--- src/cursor_linked_list_engine_unit_macros.svh ---
// assertion macros used by the top level of the cursor list engine
`ifndef CURSOR_LINKED_LIST_ENGINE_UNIT_MACROS_SVH
`define CURSOR_LINKED_LIST_ENGINE_UNIT_MACROS_SVH

// same-cycle implication, disabled while in reset
`define CLLE_ASSERT_IMP(lbl, clk, rstn, ante, cons, msg) \
	lbl: assert property (@(posedge clk) disable iff (!rstn) (ante) |-> cons) \
		else $error(msg);

// next-cycle implication, disabled while in reset
`define CLLE_ASSERT_NXT(lbl, clk, rstn, ante, cons, msg) \
	lbl: assert property (@(posedge clk) disable iff (!rstn) (ante) |=> cons) \
		else $error(msg);

`endif

--- src/clle_pkg.sv ---
// package: types, codes and defaults of the cursor list engine
`timescale 1ns / 1ps
`default_nettype none

package clle_pkg;

	localparam int SLOT_COUNT_DEF = 1024;

	localparam logic [1:0] OP_APPEND = 2'd0;
	localparam logic [1:0] OP_SEARCH = 2'd1;
	localparam logic [1:0] OP_DELETE = 2'd2;
	localparam logic [1:0] OP_UNUSED = 2'd3;

	localparam logic [1:0] STAT_OK        = 2'd0;
	localparam logic [1:0] STAT_FULL      = 2'd1;
	localparam logic [1:0] STAT_NOT_FOUND = 2'd2;
	localparam logic [1:0] STAT_NOT_USED  = 2'd3;

	typedef struct packed {
		logic [1:0]         op;
		logic signed [31:0] value;
		logic [9:0]         slot;
	} item_t;

	typedef struct packed {
		logic [9:0] slot_index;
		logic [1:0] status;
	} result_t;

	typedef enum logic [3:0] {
		S_CLEAR,
		S_IDLE,
		S_DECODE,
		S_A_SCAN,
		S_A_WR,
		S_A_LINK,
		S_S_WALK,
		S_D_CHK,
		S_D_WALK,
		S_D_FREE
	} state_t;

	typedef enum logic [2:0] {
		RD_ZERO,
		RD_INC,
		RD_HEAD,
		RD_SLOT,
		RD_NEXT
	} rd_sel_t;

	typedef enum logic [1:0] {
		RES_ZERO,
		RES_CUR,
		RES_SLOT
	} res_sel_t;

	// controller to datapath
	typedef struct packed {
		logic       cap;
		logic       rd_en;
		rd_sel_t    rd_sel;
		logic       clr_step;
		logic       alloc;
		logic       first;
		logic       link_tail;
		logic       head_next;
		logic       clear_list;
		logic       save_link;
		logic       unlink;
		logic       tail_to_cur;
		logic       free_slot;
		logic       res_valid;
		res_sel_t   res_sel;
		logic [1:0] res_status;
	} cmd_t;

	// datapath to controller
	typedef struct packed {
		logic [1:0] op;
		logic       nonempty;
		logic       slot_in_range;
		logic       used_bit;
		logic       value_match;
		logic       cur_is_tail;
		logic       cur_is_last;
		logic       slot_is_head;
		logic       slot_is_tail;
		logic       next_is_slot;
	} stat_t;

endpackage

`default_nettype wire

--- src/clle_ctrl.sv ---
// controller state machine of the cursor list engine
`timescale 1ns / 1ps
`default_nettype none

module clle_ctrl (
	input  wire logic           clk,
	input  wire logic           arst_n,
	input  wire logic           start,
	input  wire clle_pkg::stat_t st,
	output clle_pkg::cmd_t      cmd,
	output logic                busy
);

	clle_pkg::state_t state_q;
	clle_pkg::state_t state_d;

	always_ff @(posedge clk or negedge arst_n) begin
		if (!arst_n) begin
			state_q <= clle_pkg::S_CLEAR;
		end else begin
			state_q <= state_d;
		end
	end

	assign busy = (state_q != clle_pkg::S_IDLE);

	always_comb begin
		state_d        = state_q;
		cmd            = '0;
		cmd.rd_sel     = clle_pkg::RD_ZERO;
		cmd.res_sel    = clle_pkg::RES_ZERO;
		cmd.res_status = clle_pkg::STAT_OK;
		case (state_q)
			clle_pkg::S_CLEAR: begin
				cmd.clr_step = 1'b1;
				if (st.cur_is_last) begin
					state_d = clle_pkg::S_IDLE;
				end
			end
			clle_pkg::S_IDLE: begin
				if (start) begin
					cmd.cap = 1'b1;
					state_d = clle_pkg::S_DECODE;
				end
			end
			clle_pkg::S_DECODE: begin
				case (st.op)
					clle_pkg::OP_APPEND: begin
						cmd.rd_en  = 1'b1;
						cmd.rd_sel = clle_pkg::RD_ZERO;
						state_d    = clle_pkg::S_A_SCAN;
					end
					clle_pkg::OP_SEARCH: begin
						if (!st.nonempty) begin
							cmd.res_valid  = 1'b1;
							cmd.res_status = clle_pkg::STAT_NOT_FOUND;
							state_d        = clle_pkg::S_IDLE;
						end else begin
							cmd.rd_en  = 1'b1;
							cmd.rd_sel = clle_pkg::RD_HEAD;
							state_d    = clle_pkg::S_S_WALK;
						end
					end
					clle_pkg::OP_DELETE: begin
						if (!st.slot_in_range || !st.nonempty) begin
							cmd.res_valid  = 1'b1;
							cmd.res_sel    = clle_pkg::RES_SLOT;
							cmd.res_status = clle_pkg::STAT_NOT_USED;
							state_d        = clle_pkg::S_IDLE;
						end else begin
							cmd.rd_en  = 1'b1;
							cmd.rd_sel = clle_pkg::RD_SLOT;
							state_d    = clle_pkg::S_D_CHK;
						end
					end
					default: begin
						cmd.res_valid = 1'b1;
						state_d       = clle_pkg::S_IDLE;
					end
				endcase
			end
			clle_pkg::S_A_SCAN: begin
				if (!st.used_bit) begin
					state_d = clle_pkg::S_A_WR;
				end else if (st.cur_is_last) begin
					cmd.res_valid  = 1'b1;
					cmd.res_status = clle_pkg::STAT_FULL;
					state_d        = clle_pkg::S_IDLE;
				end else begin
					cmd.rd_en  = 1'b1;
					cmd.rd_sel = clle_pkg::RD_INC;
				end
			end
			clle_pkg::S_A_WR: begin
				cmd.alloc = 1'b1;
				if (st.nonempty) begin
					state_d = clle_pkg::S_A_LINK;
				end else begin
					cmd.first     = 1'b1;
					cmd.res_valid = 1'b1;
					cmd.res_sel   = clle_pkg::RES_CUR;
					state_d       = clle_pkg::S_IDLE;
				end
			end
			clle_pkg::S_A_LINK: begin
				cmd.link_tail = 1'b1;
				cmd.res_valid = 1'b1;
				cmd.res_sel   = clle_pkg::RES_CUR;
				state_d       = clle_pkg::S_IDLE;
			end
			clle_pkg::S_S_WALK: begin
				if (st.value_match) begin
					cmd.res_valid = 1'b1;
					cmd.res_sel   = clle_pkg::RES_CUR;
					state_d       = clle_pkg::S_IDLE;
				end else if (st.cur_is_tail) begin
					cmd.res_valid  = 1'b1;
					cmd.res_status = clle_pkg::STAT_NOT_FOUND;
					state_d        = clle_pkg::S_IDLE;
				end else begin
					cmd.rd_en  = 1'b1;
					cmd.rd_sel = clle_pkg::RD_NEXT;
				end
			end
			clle_pkg::S_D_CHK: begin
				if (!st.used_bit) begin
					cmd.res_valid  = 1'b1;
					cmd.res_sel    = clle_pkg::RES_SLOT;
					cmd.res_status = clle_pkg::STAT_NOT_USED;
					state_d        = clle_pkg::S_IDLE;
				end else begin
					cmd.save_link = 1'b1;
					if (st.slot_is_head) begin
						if (st.slot_is_tail) begin
							cmd.clear_list = 1'b1;
						end else begin
							cmd.head_next = 1'b1;
						end
						state_d = clle_pkg::S_D_FREE;
					end else begin
						cmd.rd_en  = 1'b1;
						cmd.rd_sel = clle_pkg::RD_HEAD;
						state_d    = clle_pkg::S_D_WALK;
					end
				end
			end
			clle_pkg::S_D_WALK: begin
				// find the predecessor of the slot and bridge over it
				if (st.cur_is_tail) begin
					state_d = clle_pkg::S_D_FREE;
				end else if (st.next_is_slot) begin
					cmd.unlink      = 1'b1;
					cmd.tail_to_cur = st.slot_is_tail;
					state_d         = clle_pkg::S_D_FREE;
				end else begin
					cmd.rd_en  = 1'b1;
					cmd.rd_sel = clle_pkg::RD_NEXT;
				end
			end
			clle_pkg::S_D_FREE: begin
				cmd.free_slot = 1'b1;
				cmd.res_valid = 1'b1;
				cmd.res_sel   = clle_pkg::RES_SLOT;
				state_d       = clle_pkg::S_IDLE;
			end
			default: begin
				state_d = clle_pkg::S_IDLE;
			end
		endcase
	end

endmodule

`default_nettype wire

--- config.mk ---
export PLATFORM = sky130hd
export DESIGN_NAME = clle_ctrl
export DESIGN_NICKNAME = d
export VERILOG_FILES = /design/src/cursor_linked_list_engine_unit_macros.svh /design/src/clle_pkg.sv /design/src/clle_ctrl.sv
export SDC_FILE = /design/constraint.sdc
export NUM_CORES = 1
export LEC_CHECK = 0
export ABC_AREA = 1
export BUFFER_PORTS_ARGS = -buffer_cell sky130_fd_sc_hd__buf_4
export CAP_MARGIN = 25
export CORE_MARGIN = 10
export CORE_UTILIZATION = 32
export DETAILED_ROUTE_END_ITERATION = 7
export HOLD_SLACK_MARGIN = 0.03
export PLACE_DENSITY = 0.62
export SYNTH_ARGS = -nofsm -noshare
export SYNTH_HDL_FRONTEND = slang
export SYNTH_SLANG_ARGS = --single-unit
export TNS_END_PERCENT = 5
--- constraint.sdc ---
create_clock -name clk -period 2.55 [get_ports clk]
set_input_delay 0.255 -clock clk [delete_from_list [all_inputs] [get_ports clk]]
set_output_delay 0.255 -clock clk [all_outputs]
set_load 0.05 [all_outputs]
---- After elaboration in Yosys (flattened, before gate mapping) ----
Cells that the tools add are included.
cells by class
  equality and inequality tests ........... 15
  mux-type cells .......................... 60
  reduce and logical (&&, ||, !) cells .... 7
operators with widths
  operator            count
  $mux 4              18
  $pmux 4 s8          1
  $pmux 4 s3          2
  $pmux 4 s5          1
  $mux 2              9
  $mux 3              6
  $eq 4x3->1 const B  4
  $mux 1              16
  $pmux 2 s6          1
  $mux 5              2
  $eq 4x2->1 const B  2
  $eq 4x4->1 const B  2
  $pmux 2 s4          1
  $ne 3x3->1 const B  2
  $pmux 1 s6          1
  $eq 4x1->1 const B  1
  $logic_not 4->1     1
  $ne 4x1->1 const B  1
  $pmux 2 s2          1
  $pmux 1 s3          1
  $reduce_and 3->1    1
  $eq 2x1->1 const B  1
  $eq 2x2->1 const B  1
  $logic_not 1->1     2
  other kinds (4)     4
storage, ports and cells
  bits in registers ....................... 4
  bits of input ports ..................... 14
  output and inout port bits .............. 21
  word-level logic and storage cells ...... 83

---- Longest topological paths before layout ----
Gate-level depths: netlist of the first run.
  depth in word-level cells ............... 5
  mapped depth ............................ 8
  mapped depth without buffers ............ 8

---- Worst setup path after synthesis of the first run ----
OpenSTA, ideal clock, no wires.
  path kind ............................... reg-to-output
  start point ............................. reg state_q[3]
  end point ............................... out cmd[6] (netlist name)
  arrival time ............................ 2.109 ns
  data required time ...................... 2.295 ns
  path slack .............................. 0.186 ns
  stages on the path, launching flop included .. 5
  path buffers ............................ 0
  cell sequence ........................... dfrtp_1 > inv_1 > nor2_1 > nand2_1 > nor4_1
RTL lines
  item                    RTL line         source
  start, declared         clle_ctrl.sv:14  clle_pkg::state_t state_q;
  start signal, assigned  clle_ctrl.sv:19  state_q <= clle_pkg::S_CLEAR;
  start signal, assigned  clle_ctrl.sv:21  state_q <= state_d;
  end, declared           clle_ctrl.sv:10  output clle_pkg::cmd_t cmd,

==> flow_summary.json, run 1 <==
{
  "drt_pass1_iterations": 4,
  "timing.final.crit_period_ns": 1.89,
  "worstHoldStart": "st[8]",
  "critPathLaunchType": "register",
  "finalSetupViolCount": 0,
  "hp-class": "input pin to register",
  "skew_ns": 0.00966,
  "post_drt_wl_per_cell_um": 13.0,
  "grt_pass1_vias": 796,
  "coreArea_um2": 1760,
  "clk_pin_slew_ns": 0.04,
  "finalHoldViolations": 0,
  "cp.arrival_ns": 1.63,
  "crit-reg2reg-capture": "state_q[1]",
  "holdWs_ns": 0.308,
  "crit_path_max_fanout": 4,
  "cts.repair.resized": 0,
  "clk_path_buf_depth": 2,
  "syn_inst": 111,
  "die_w_um": 63.7,
  "worst_pin_slew_ns": 0.293,
  "cts_tree": "done",
  "final_util": 0.528,
  "cts-root-buf": "clkbuf_4",
  "nets": 169,
  "reg2regPathDepth": 6,
  "placed_cells": 170,
  "synth-seq-cells": 4,
  "rsz0062_at_grt": "false",
  "crit_type": "register to output port",
  "fin_crit_sh": 0.740,
  "n_fill_cell": 209,
  "worst_setup_path_end_kind": "output port",
  "outcome": "complete, no violations",
  "row_count": 15,
  "die_area_um2": 4060,
  "fin_tns_setup_ns": 0,
  "largest_register_ffs": 4,
  "ant_nets": 0,
  "drv_cap": 0,
  "ff_latch_area_um2": 100,
  "die_y_um": 63.7,
  "clock_latency_ns": 0.24,
  "peakVddDrop_v": 0.000749,
  "regMostFlops": "state_q",
  "gr-total-overflow": 0,
  "hold_depth": 3,
  "viasPerCell": 4.78,
  "max_slew_margin": 0.804,
  "largestRegisters": "state_q x4",
  "grt_pass1_wl_mm": 3.66,
  "maxSlewViolCount": 0,
  "drive_above_1_share": 0.302,
  "synth_warnings": 0,
  "fin_cells": 174,
  "r2r-start": "state_q[0]",
  "routed_wl_mm": 2.25,
  "initial_core_util": 0.347,
  "postCtsSetupBuffers": 0,
  "cp_data_required_time_ns": 2.30,
  "yosysSeqAreaShare": 0.164,
  "first_iter_violations": 40,
  "num_vias": 831,
  "diodes": 0,
  "track_usage": 0.109,
  "leakage_nw": 0.590,
  "grt_max_degree": 6,
  "dp_hpwl_mm": 1.94,
  "syn_avg_cell_area_um2": 5.51,
  "rrSetupSlack_ns": 1.27,
  "io_buffers": 34,
  "antenna_found_initial": 0,
  "cts_made_buffers": 3,
  "synth_cell_type_count": 20,
  "fmax_mhz": 530,
  "hold_end": "state_q[2]",
  "multi_input_comb_area_um2": 433,
  "clkSinkCount": 4,
  "synth_nets": 129,
  "ios": 35,
  "drc": 0,
  "powerDensity_nw_per_um2": 951,
  "synthesis.area_um2": 612,
  "routabilityCongestion": 0.835,
  "syn2layout_area_growth_pct": 52.1,
  "htree_levels": 1
}
[where the power goes]
group	internal, mW	leakage (nW)	switching (mW)
combinational	0.194	0.525	0.492
sequential	0.0879	0.0518	0.0303
clock	0.0528	0.0138	0.0281
[stage by stage]
stage,worst slack [ns],cell area (um2),total power [mW]
after CTS,0.646,931,0.895
after floorplan,0.186,612,0.605
after global routing,0.535,931,0.946
final,0.663,931,0.885
after detailed placement,0.925,898,0.801
after global placement,0.960,898,0.795
[worst max-delay path by stage]
| stage | slack (ns) | cells past startpoint | to | start |
|---|---|---|---|---|
| detailed placement | 0.92 | 8 | cmd[4] | state_q[0] |
| CTS | 0.65 | 8 | cmd[4] | state_q[0] |
| global route | 0.54 | 8 | cmd[4] | state_q[0] |
| finish | 0.66 | 8 | cmd[4] | state_q[0] |
| global placement | 0.96 | 8 | cmd[4] | state_q[0] |
| floorplan | 0.19 | 4 | cmd[6] | state_q[3] |
[routing by layer]
metal  GRT usage  share of wire
met1       0.129           0.45
met2       0.180           0.46
met3      0.0336          0.079
met4      0.0410         0.0062
met5           0              0
[Yosys cell counts]
master    instances  area, um2
nor3_1            3       15.0
nand4_1           2       12.5
nand2_2           1       6.26
o211ai_1          1       7.51
nand3_1          15       75.1
nor2_2            2       12.5
nand3b_1          1       7.51
nor3_2            1       10.0
nor2_4            1       11.3
ha_1              4       50.1
nor2_1           14       52.6
o21ai_0           5       25.0
inv_1            19       71.3
a21oi_1           2       10.0
o21ai_1           1       5.00
nand2_1          31        116
inv_2             2       7.51
nor4_1            1       6.26
nand3_2           1       10.0
dfrtp_1           4        100
[cells in the final DEF, fill, tap and decap left out]
| master | count |
|---|---|
| a21oi_1 | 2 |
| nand4_1 | 2 |
| nand2_2 | 1 |
| nand3b_1 | 1 |
| nand3_1 | 15 |
| buf_4 | 34 |
| o21ai_1 | 1 |
| nor2_2 | 2 |
| nor2_4 | 1 |
| o21ai_0 | 5 |
| nand2_1 | 31 |
| nor2_1 | 14 |
| dlygate4sd3_1 | 1 |
| o211ai_1 | 1 |
| clkbuf_4 | 3 |
| dfrtp_1 | 4 |
| nor4_1 | 1 |
| inv_1 | 19 |
| nand3_2 | 1 |
| nor3_1 | 3 |
| inv_2 | 2 |
| ha_1 | 4 |
| nor3_2 | 1 |
[critical path: stages, from the launching register on]
cell	delay (ns)
dfrtp_1	0.44
inv_1	0.13
nand2_1	0.08
nor2_1	0.20
nand2_1	0.13
o21ai_0	0.10
nor2_1	0.05
nand3_1	0.06
buf_4	0.19
[what timing repair did]
item                                   4_1_cts  5_1_grt
endpoints found under the hold margin        4        0
hold buffers                                 1        0
setup endpoints to repair                    0        0
[kinds of logic after synthesis]
kind of cell             Yosys count  share of synthesized area
adder cells (fa/ha/maj)            4                     0.0818
flip-flops                         4                      0.164
AO/OA/AOI/OAI                      9                     0.0777
buffers and inverters             21                      0.129
AND/OR/NAND/NOR                   73                      0.548
[layout make-up]
cell class,instances,area share
clock buffers,3,0.0242
repair buffers,35,0.285
well taps,25,0.0336
inverters,21,0.0847
multi-input cells,86,0.465
flip-flops and latches,4,0.108
Power figures use the tool's default switching activity.
==> run 2, diff against run 1 <==
==> constraint.sdc (replaced) <==
create_clock -name clk -period 2 [get_ports clk]
set_input_delay 0.2 -clock clk [delete_from_list [all_inputs] [get_ports clk]]
set_output_delay 0.2 -clock clk [all_outputs]
set_load 0.05 [all_outputs]
==> run 2 against run 1 <==
Compared with the run above:
- clock power rose by 23%
- via count rose by 0.72%
- combinational power rose by 27%
- die area did not move
- sequential share of layout area fell by 0.16 points
- cell area rose by 1.5%
- hold slack got worse by 0.053 ns
- clock skew fell by 0.0036 ns
- final cell count rose by 0.57%
- non-clock buffer count rose by 1
- largest cell class unchanged
- highest routed layer is now met3
==> flow_summary.json, run 2 (same netlist as run 1, synthesis figures left out) <==
{
  "ant_nets": 0,
  "clkSinkCount": 4,
  "finalHoldViolations": 0,
  "regMostFlops": "state_q",
  "cp.arrival_ns": 1.58,
  "fin_tns_setup_ns": 0,
  "drv_cap": 0,
  "nets": 170,
  "holdWs_ns": 0.255,
  "syn2layout_area_growth_pct": 54.4,
  "ff_latch_area_um2": 100,
  "hold_depth": 3,
  "hp-class": "input pin to register",
  "viasPerCell": 4.78,
  "clock_latency_ns": 0.24,
  "finalSetupViolCount": 0,
  "clk_pin_slew_ns": 0.04,
  "first_iter_violations": 16,
  "placed_area_um2": 912,
  "crit_path_max_fanout": 4,
  "hold_end": "state_q[3]",
  "outcome": "complete, no violations",
  "ios": 35,
  "antenna_found_initial": 0,
  "maxSlewViolCount": 0,
  "postCtsHoldBufs": 1,
  "multi_input_comb_area_um2": 439,
  "grt_pass1_vias": 797,
  "cts-root-buf": "clkbuf_4",
  "cts_tree": "done",
  "largest_register_ffs": 4,
  "leakage_nw": 0.595,
  "final_area_um2": 945,
  "clk_path_buf_depth": 2,
  "largestRegisters": "state_q x4",
  "skew_ns": 0.00610,
  "drt_pass1_iterations": 4,
  "num_vias": 837,
  "total_power_mw": 1.12,
  "track_usage": 0.106,
  "die_w_um": 63.7,
  "n_fill_cell": 208,
  "diodes": 0,
  "cp_data_required_time_ns": 1.80,
  "fin_cells": 175,
  "pre_cts_ws_ns": 0.466,
  "peakVddDrop_v": 0.000834,
  "final_common_cell": "buf_4",
  "worst_pin_slew_ns": 0.229,
  "r2r-start": "state_q[2]",
  "dp_hpwl_mm": 1.93,
  "rrSetupSlack_ns": 0.77,
  "gr-total-overflow": 0,
  "io_buffers": 34,
  "worstHoldStart": "st[6]",
  "htree_levels": 1,
  "initial_core_util": 0.347,
  "drc": 0,
  "postCtsSetupBuffers": 0,
  "die_area_um2": 4060,
  "placed_cells": 171,
  "final_util": 0.535,
  "post_drt_wl_per_cell_um": 12.1,
  "cts_made_buffers": 3,
  "row_count": 15,
  "worst_setup_path_end_kind": "output port",
  "timing.final.crit_period_ns": 1.78,
  "routed_wl_mm": 2.13,
  "grt_pass1_wl_mm": 3.56,
  "fmax_mhz": 563,
  "powerDensity_nw_per_um2": 1190,
  "drive_above_1_share": 0.313,
  "rsz0062_at_grt": "false",
  "coreArea_um2": 1760,
  "reg2regPathDepth": 7,
  "fin_crit_sh": 0.888,
  "critPathLaunchType": "register",
  "cts.repair.resized": 0,
  "crit-reg2reg-capture": "state_q[1]",
  "final_cell_mix": "35 x buf_4, 31 x nand2_1, 19 x inv_1",
  "max_slew_margin": 0.847,
  "routabilityCongestion": 0.821,
  "crit_type": "register to output port",
  "die_y_um": 63.7,
  "grt_max_degree": 6,
  "setup_ws_ns": 0.223
}
-- run 2: cell types whose count changed in the layout (fill, tap and decap cells not counted) --
cell / previous run / this run
buf_4: 34 / 35
nor4_1: 1 / 0
nor4_2: 0 / 1
-- run 2: power by group --
part	internal [mW]	switching (mW)	leakage, nW
Combinational	0.258	0.616	0.529
Clock	0.0670	0.0324	0.0138
Sequential	0.112	0.0372	0.0518
-- run 2: layout make-up --
type                    instances  share of cell area
flip-flops and latches          4               0.106
well taps                      25              0.0331
repair buffers                 36               0.289
multi-input cells              86               0.465
clock buffers                   3              0.0238
inverters                      21              0.0834
-- run 2: worst max-delay path, stage by stage, from the launching register on --
cell     delay (ns)
dfrtp_1        0.41
inv_1          0.12
nand2_1        0.07
nor2_1         0.20
nand2_1        0.12
o21ai_0        0.10
nor2_1         0.06
nand3_1        0.06
buf_4          0.20
-- run 2: metal layers --
metal / wire length (um) / up-vias / global-route usage
met2: 964 / 32 / 0.162
met1: 974 / 368 / 0.128
met4: 0 / 0 / 0.0328
li1: - / 437 / -
met3: 186 / 0 / 0.0477
met5: 0 / - / 0
-- run 2: how the worst max path moves through the flow --
stage / slack (ns) / to / from / depth (start not counted)
6_report: 0.22 / cmd[4] / state_q[0] / 8
5_1_grt: 0.05 / cmd[4] / state_q[0] / 7
4_1_cts: 0.21 / cmd[4] / state_q[0] / 8
3_5_place_dp: 0.47 / cmd[4] / state_q[0] / 8
3_3_place_gp: 0.46 / cmd[4] / state_q[0] / 8
2_1_floorplan: -0.20 / cmd[4] / state_q[0] / 7
==> run 3, diff against run 2 <==
==> constraint.sdc (replaced) <==
create_clock -name clk -period 2.05 [get_ports clk]
set_input_delay 0.205 -clock clk [delete_from_list [all_inputs] [get_ports clk]]
set_output_delay 0.205 -clock clk [all_outputs]
set_load 0.005 [all_outputs]
==> run 3 against run 2 <==
Compared with the run above:
- register-to-register slack improved by 0.02 ns
- first-iteration DRC count rose by 31%
- final cell count shrank 0.57%
- critical endpoint unchanged
- critical path type unchanged
- sequential power about the same
==> flow_summary.json, run 3 (same netlist as run 1, synthesis figures left out) <==
{
  "die_w_um": 63.7,
  "grt_max_degree": 6,
  "pre_cts_ws_ns": 0.578,
  "cts_made_buffers": 3,
  "holdWs_ns": 0.257,
  "critPathSlowestCell": "dfrtp_1",
  "crit_path_max_fanout": 4,
  "gr-total-overflow": 0,
  "cpPeakStageDelay_ns": 0.42,
  "maxSlewViolCount": 0,
  "final_common_cell": "buf_4",
  "grt_pass1_vias": 804,
  "crit-reg2reg-capture": "state_q[1]",
  "routabilityCongestion": 0.861,
  "htree_levels": 1,
  "num_vias": 830,
  "path_cells": "inv_1 -> nand2_1 -> nor2_1 -> nand2_1 -> o21ai_0 -> nor2_1 -> nand3_1 -> buf_4",
  "regMostFlops": "state_q",
  "crit_buf_inv": 2,
  "hold_depth": 3,
  "largestRegisters": "state_q x4",
  "post_drt_wl_per_cell_um": 11.8,
  "antenna_found_initial": 0,
  "outcome": "complete, no violations",
  "dp_hpwl_mm": 1.84,
  "row_count": 15,
  "placed_area_um2": 898,
  "final_area_um2": 931,
  "largest_register_ffs": 4,
  "final_cell_mix": "34 x buf_4, 31 x nand2_1, 19 x inv_1",
  "clock_latency_ns": 0.23,
  "rrSetupSlack_ns": 0.79,
  "fin_tns_setup_ns": 0,
  "crit_family": "simple AND/OR/NAND/NOR gates",
  "reg2regPathDepth": 7,
  "grt_pass1_wl_mm": 3.53,
  "die_y_um": 63.7,
  "diodes": 0,
  "skew_ns": 0.00119,
  "setup_ws_ns": 0.354,
  "routed_wl_mm": 2.05,
  "powerDensity_nw_per_um2": 831,
  "critPathLaunchType": "register",
  "ant_nets": 0,
  "finalSetupViolCount": 0,
  "hp-class": "input pin to register",
  "io_buffers": 34,
  "cts_tree": "done",
  "first_iter_violations": 21,
  "fin_cells": 174,
  "initial_core_util": 0.347,
  "cp.arrival_ns": 1.49,
  "hold_end": "state_q[2]",
  "placed_cells": 170,
  "drv_cap": 0,
  "fmax_mhz": 590,
  "timing.final.crit_period_ns": 1.70,
  "worst_pin_slew_ns": 0.316,
  "worst_setup_path_end_kind": "output port",
  "leakage_nw": 0.590,
  "n_fill_cell": 192,
  "cp_data_required_time_ns": 1.85,
  "ios": 35,
  "clk_path_buf_depth": 2,
  "rsz0062_at_grt": "false",
  "die_area_um2": 4060,
  "syn2layout_area_growth_pct": 52.1,
  "clk_pin_slew_ns": 0.04,
  "track_usage": 0.102,
  "cts-root-buf": "clkbuf_4",
  "max_slew_margin": 0.788,
  "r2r-start": "state_q[2]",
  "peakVddDrop_v": 0.000501,
  "nets": 169,
  "finalHoldViolations": 0,
  "clkSinkCount": 4,
  "viasPerCell": 4.77,
  "drive_above_1_share": 0.302,
  "fin_crit_sh": 0.827,
  "drt_pass1_iterations": 4,
  "worstHoldStart": "st[8]",
  "crit_type": "register to output port",
  "drc": 0,
  "coreArea_um2": 1760
}
run 3: changes by cell type in the layout (fill, tap and decap cells not counted), sizes merged:
| cell | previous run | this run |
|---|---|---|
| buf | 35 | 34 |
run 3: worst max path at each step:
stage | startpoint | end | slack [ns] | cells after the start
after CTS | state_q[0] | cmd[4] | 0.33 | 8
after global routing | state_q[1] | cmd[10] | 0.20 | 5
after global placement | state_q[0] | cmd[4] | 0.59 | 8
after floorplan | state_q[0] | cmd[4] | 0.80 | 7
after detailed placement | state_q[0] | cmd[4] | 0.58 | 8
final | state_q[0] | cmd[4] | 0.35 | 8
run 3: repair_timing:
item	in CTS	in global routing
buffers inserted	0	0
gates resized for setup	0	0
hold endpoints to repair	4	0
hold buffers	1	0
run 3: layout make-up:
cell class / instances / area, um2 / area share
clock buffer: 3 / 22.5 / 0.0242
multi-input combinational: 86 / 433 / 0.465
timing repair buffer: 35 / 265 / 0.285
sequential: 4 / 100 / 0.108
inverter: 21 / 78.8 / 0.0847
tap: 25 / 31.3 / 0.0336
run 3: per-stage QoR:
step | utilization | total power, mW
2_1_floorplan | - | 0.454
3_3_place_gp | 0.509 | 0.683
5_1_grt | 0.528 | 0.872
6_report | 0.528 | 0.773
3_5_place_dp | 0.509 | 0.685
4_1_cts | 0.528 | 0.789
run 3: routing by layer:
metal / part of all wire / vias to the layer above / GRT usage
met4: 0.0083 / 0 / 0.0246
met1: 0.48 / 362 / 0.130
met3: 0.075 / 2 / 0.0406
li1: - / 430 / -
met2: 0.44 / 36 / 0.156
met5: 0 / - / 0
run 3: power by group:
part,total [mW],internal (mW),switching (mW)
combinational,0.532,0.232,0.300
clock,0.0951,0.0653,0.0297
sequential,0.147,0.109,0.0372
total,0.773,0.406,0.367
run 3: worst min-delay path, cell delays in order:
cell and delay (ns):
buf_4 0.11, nand2_1 0.05, nand4_1 0.08
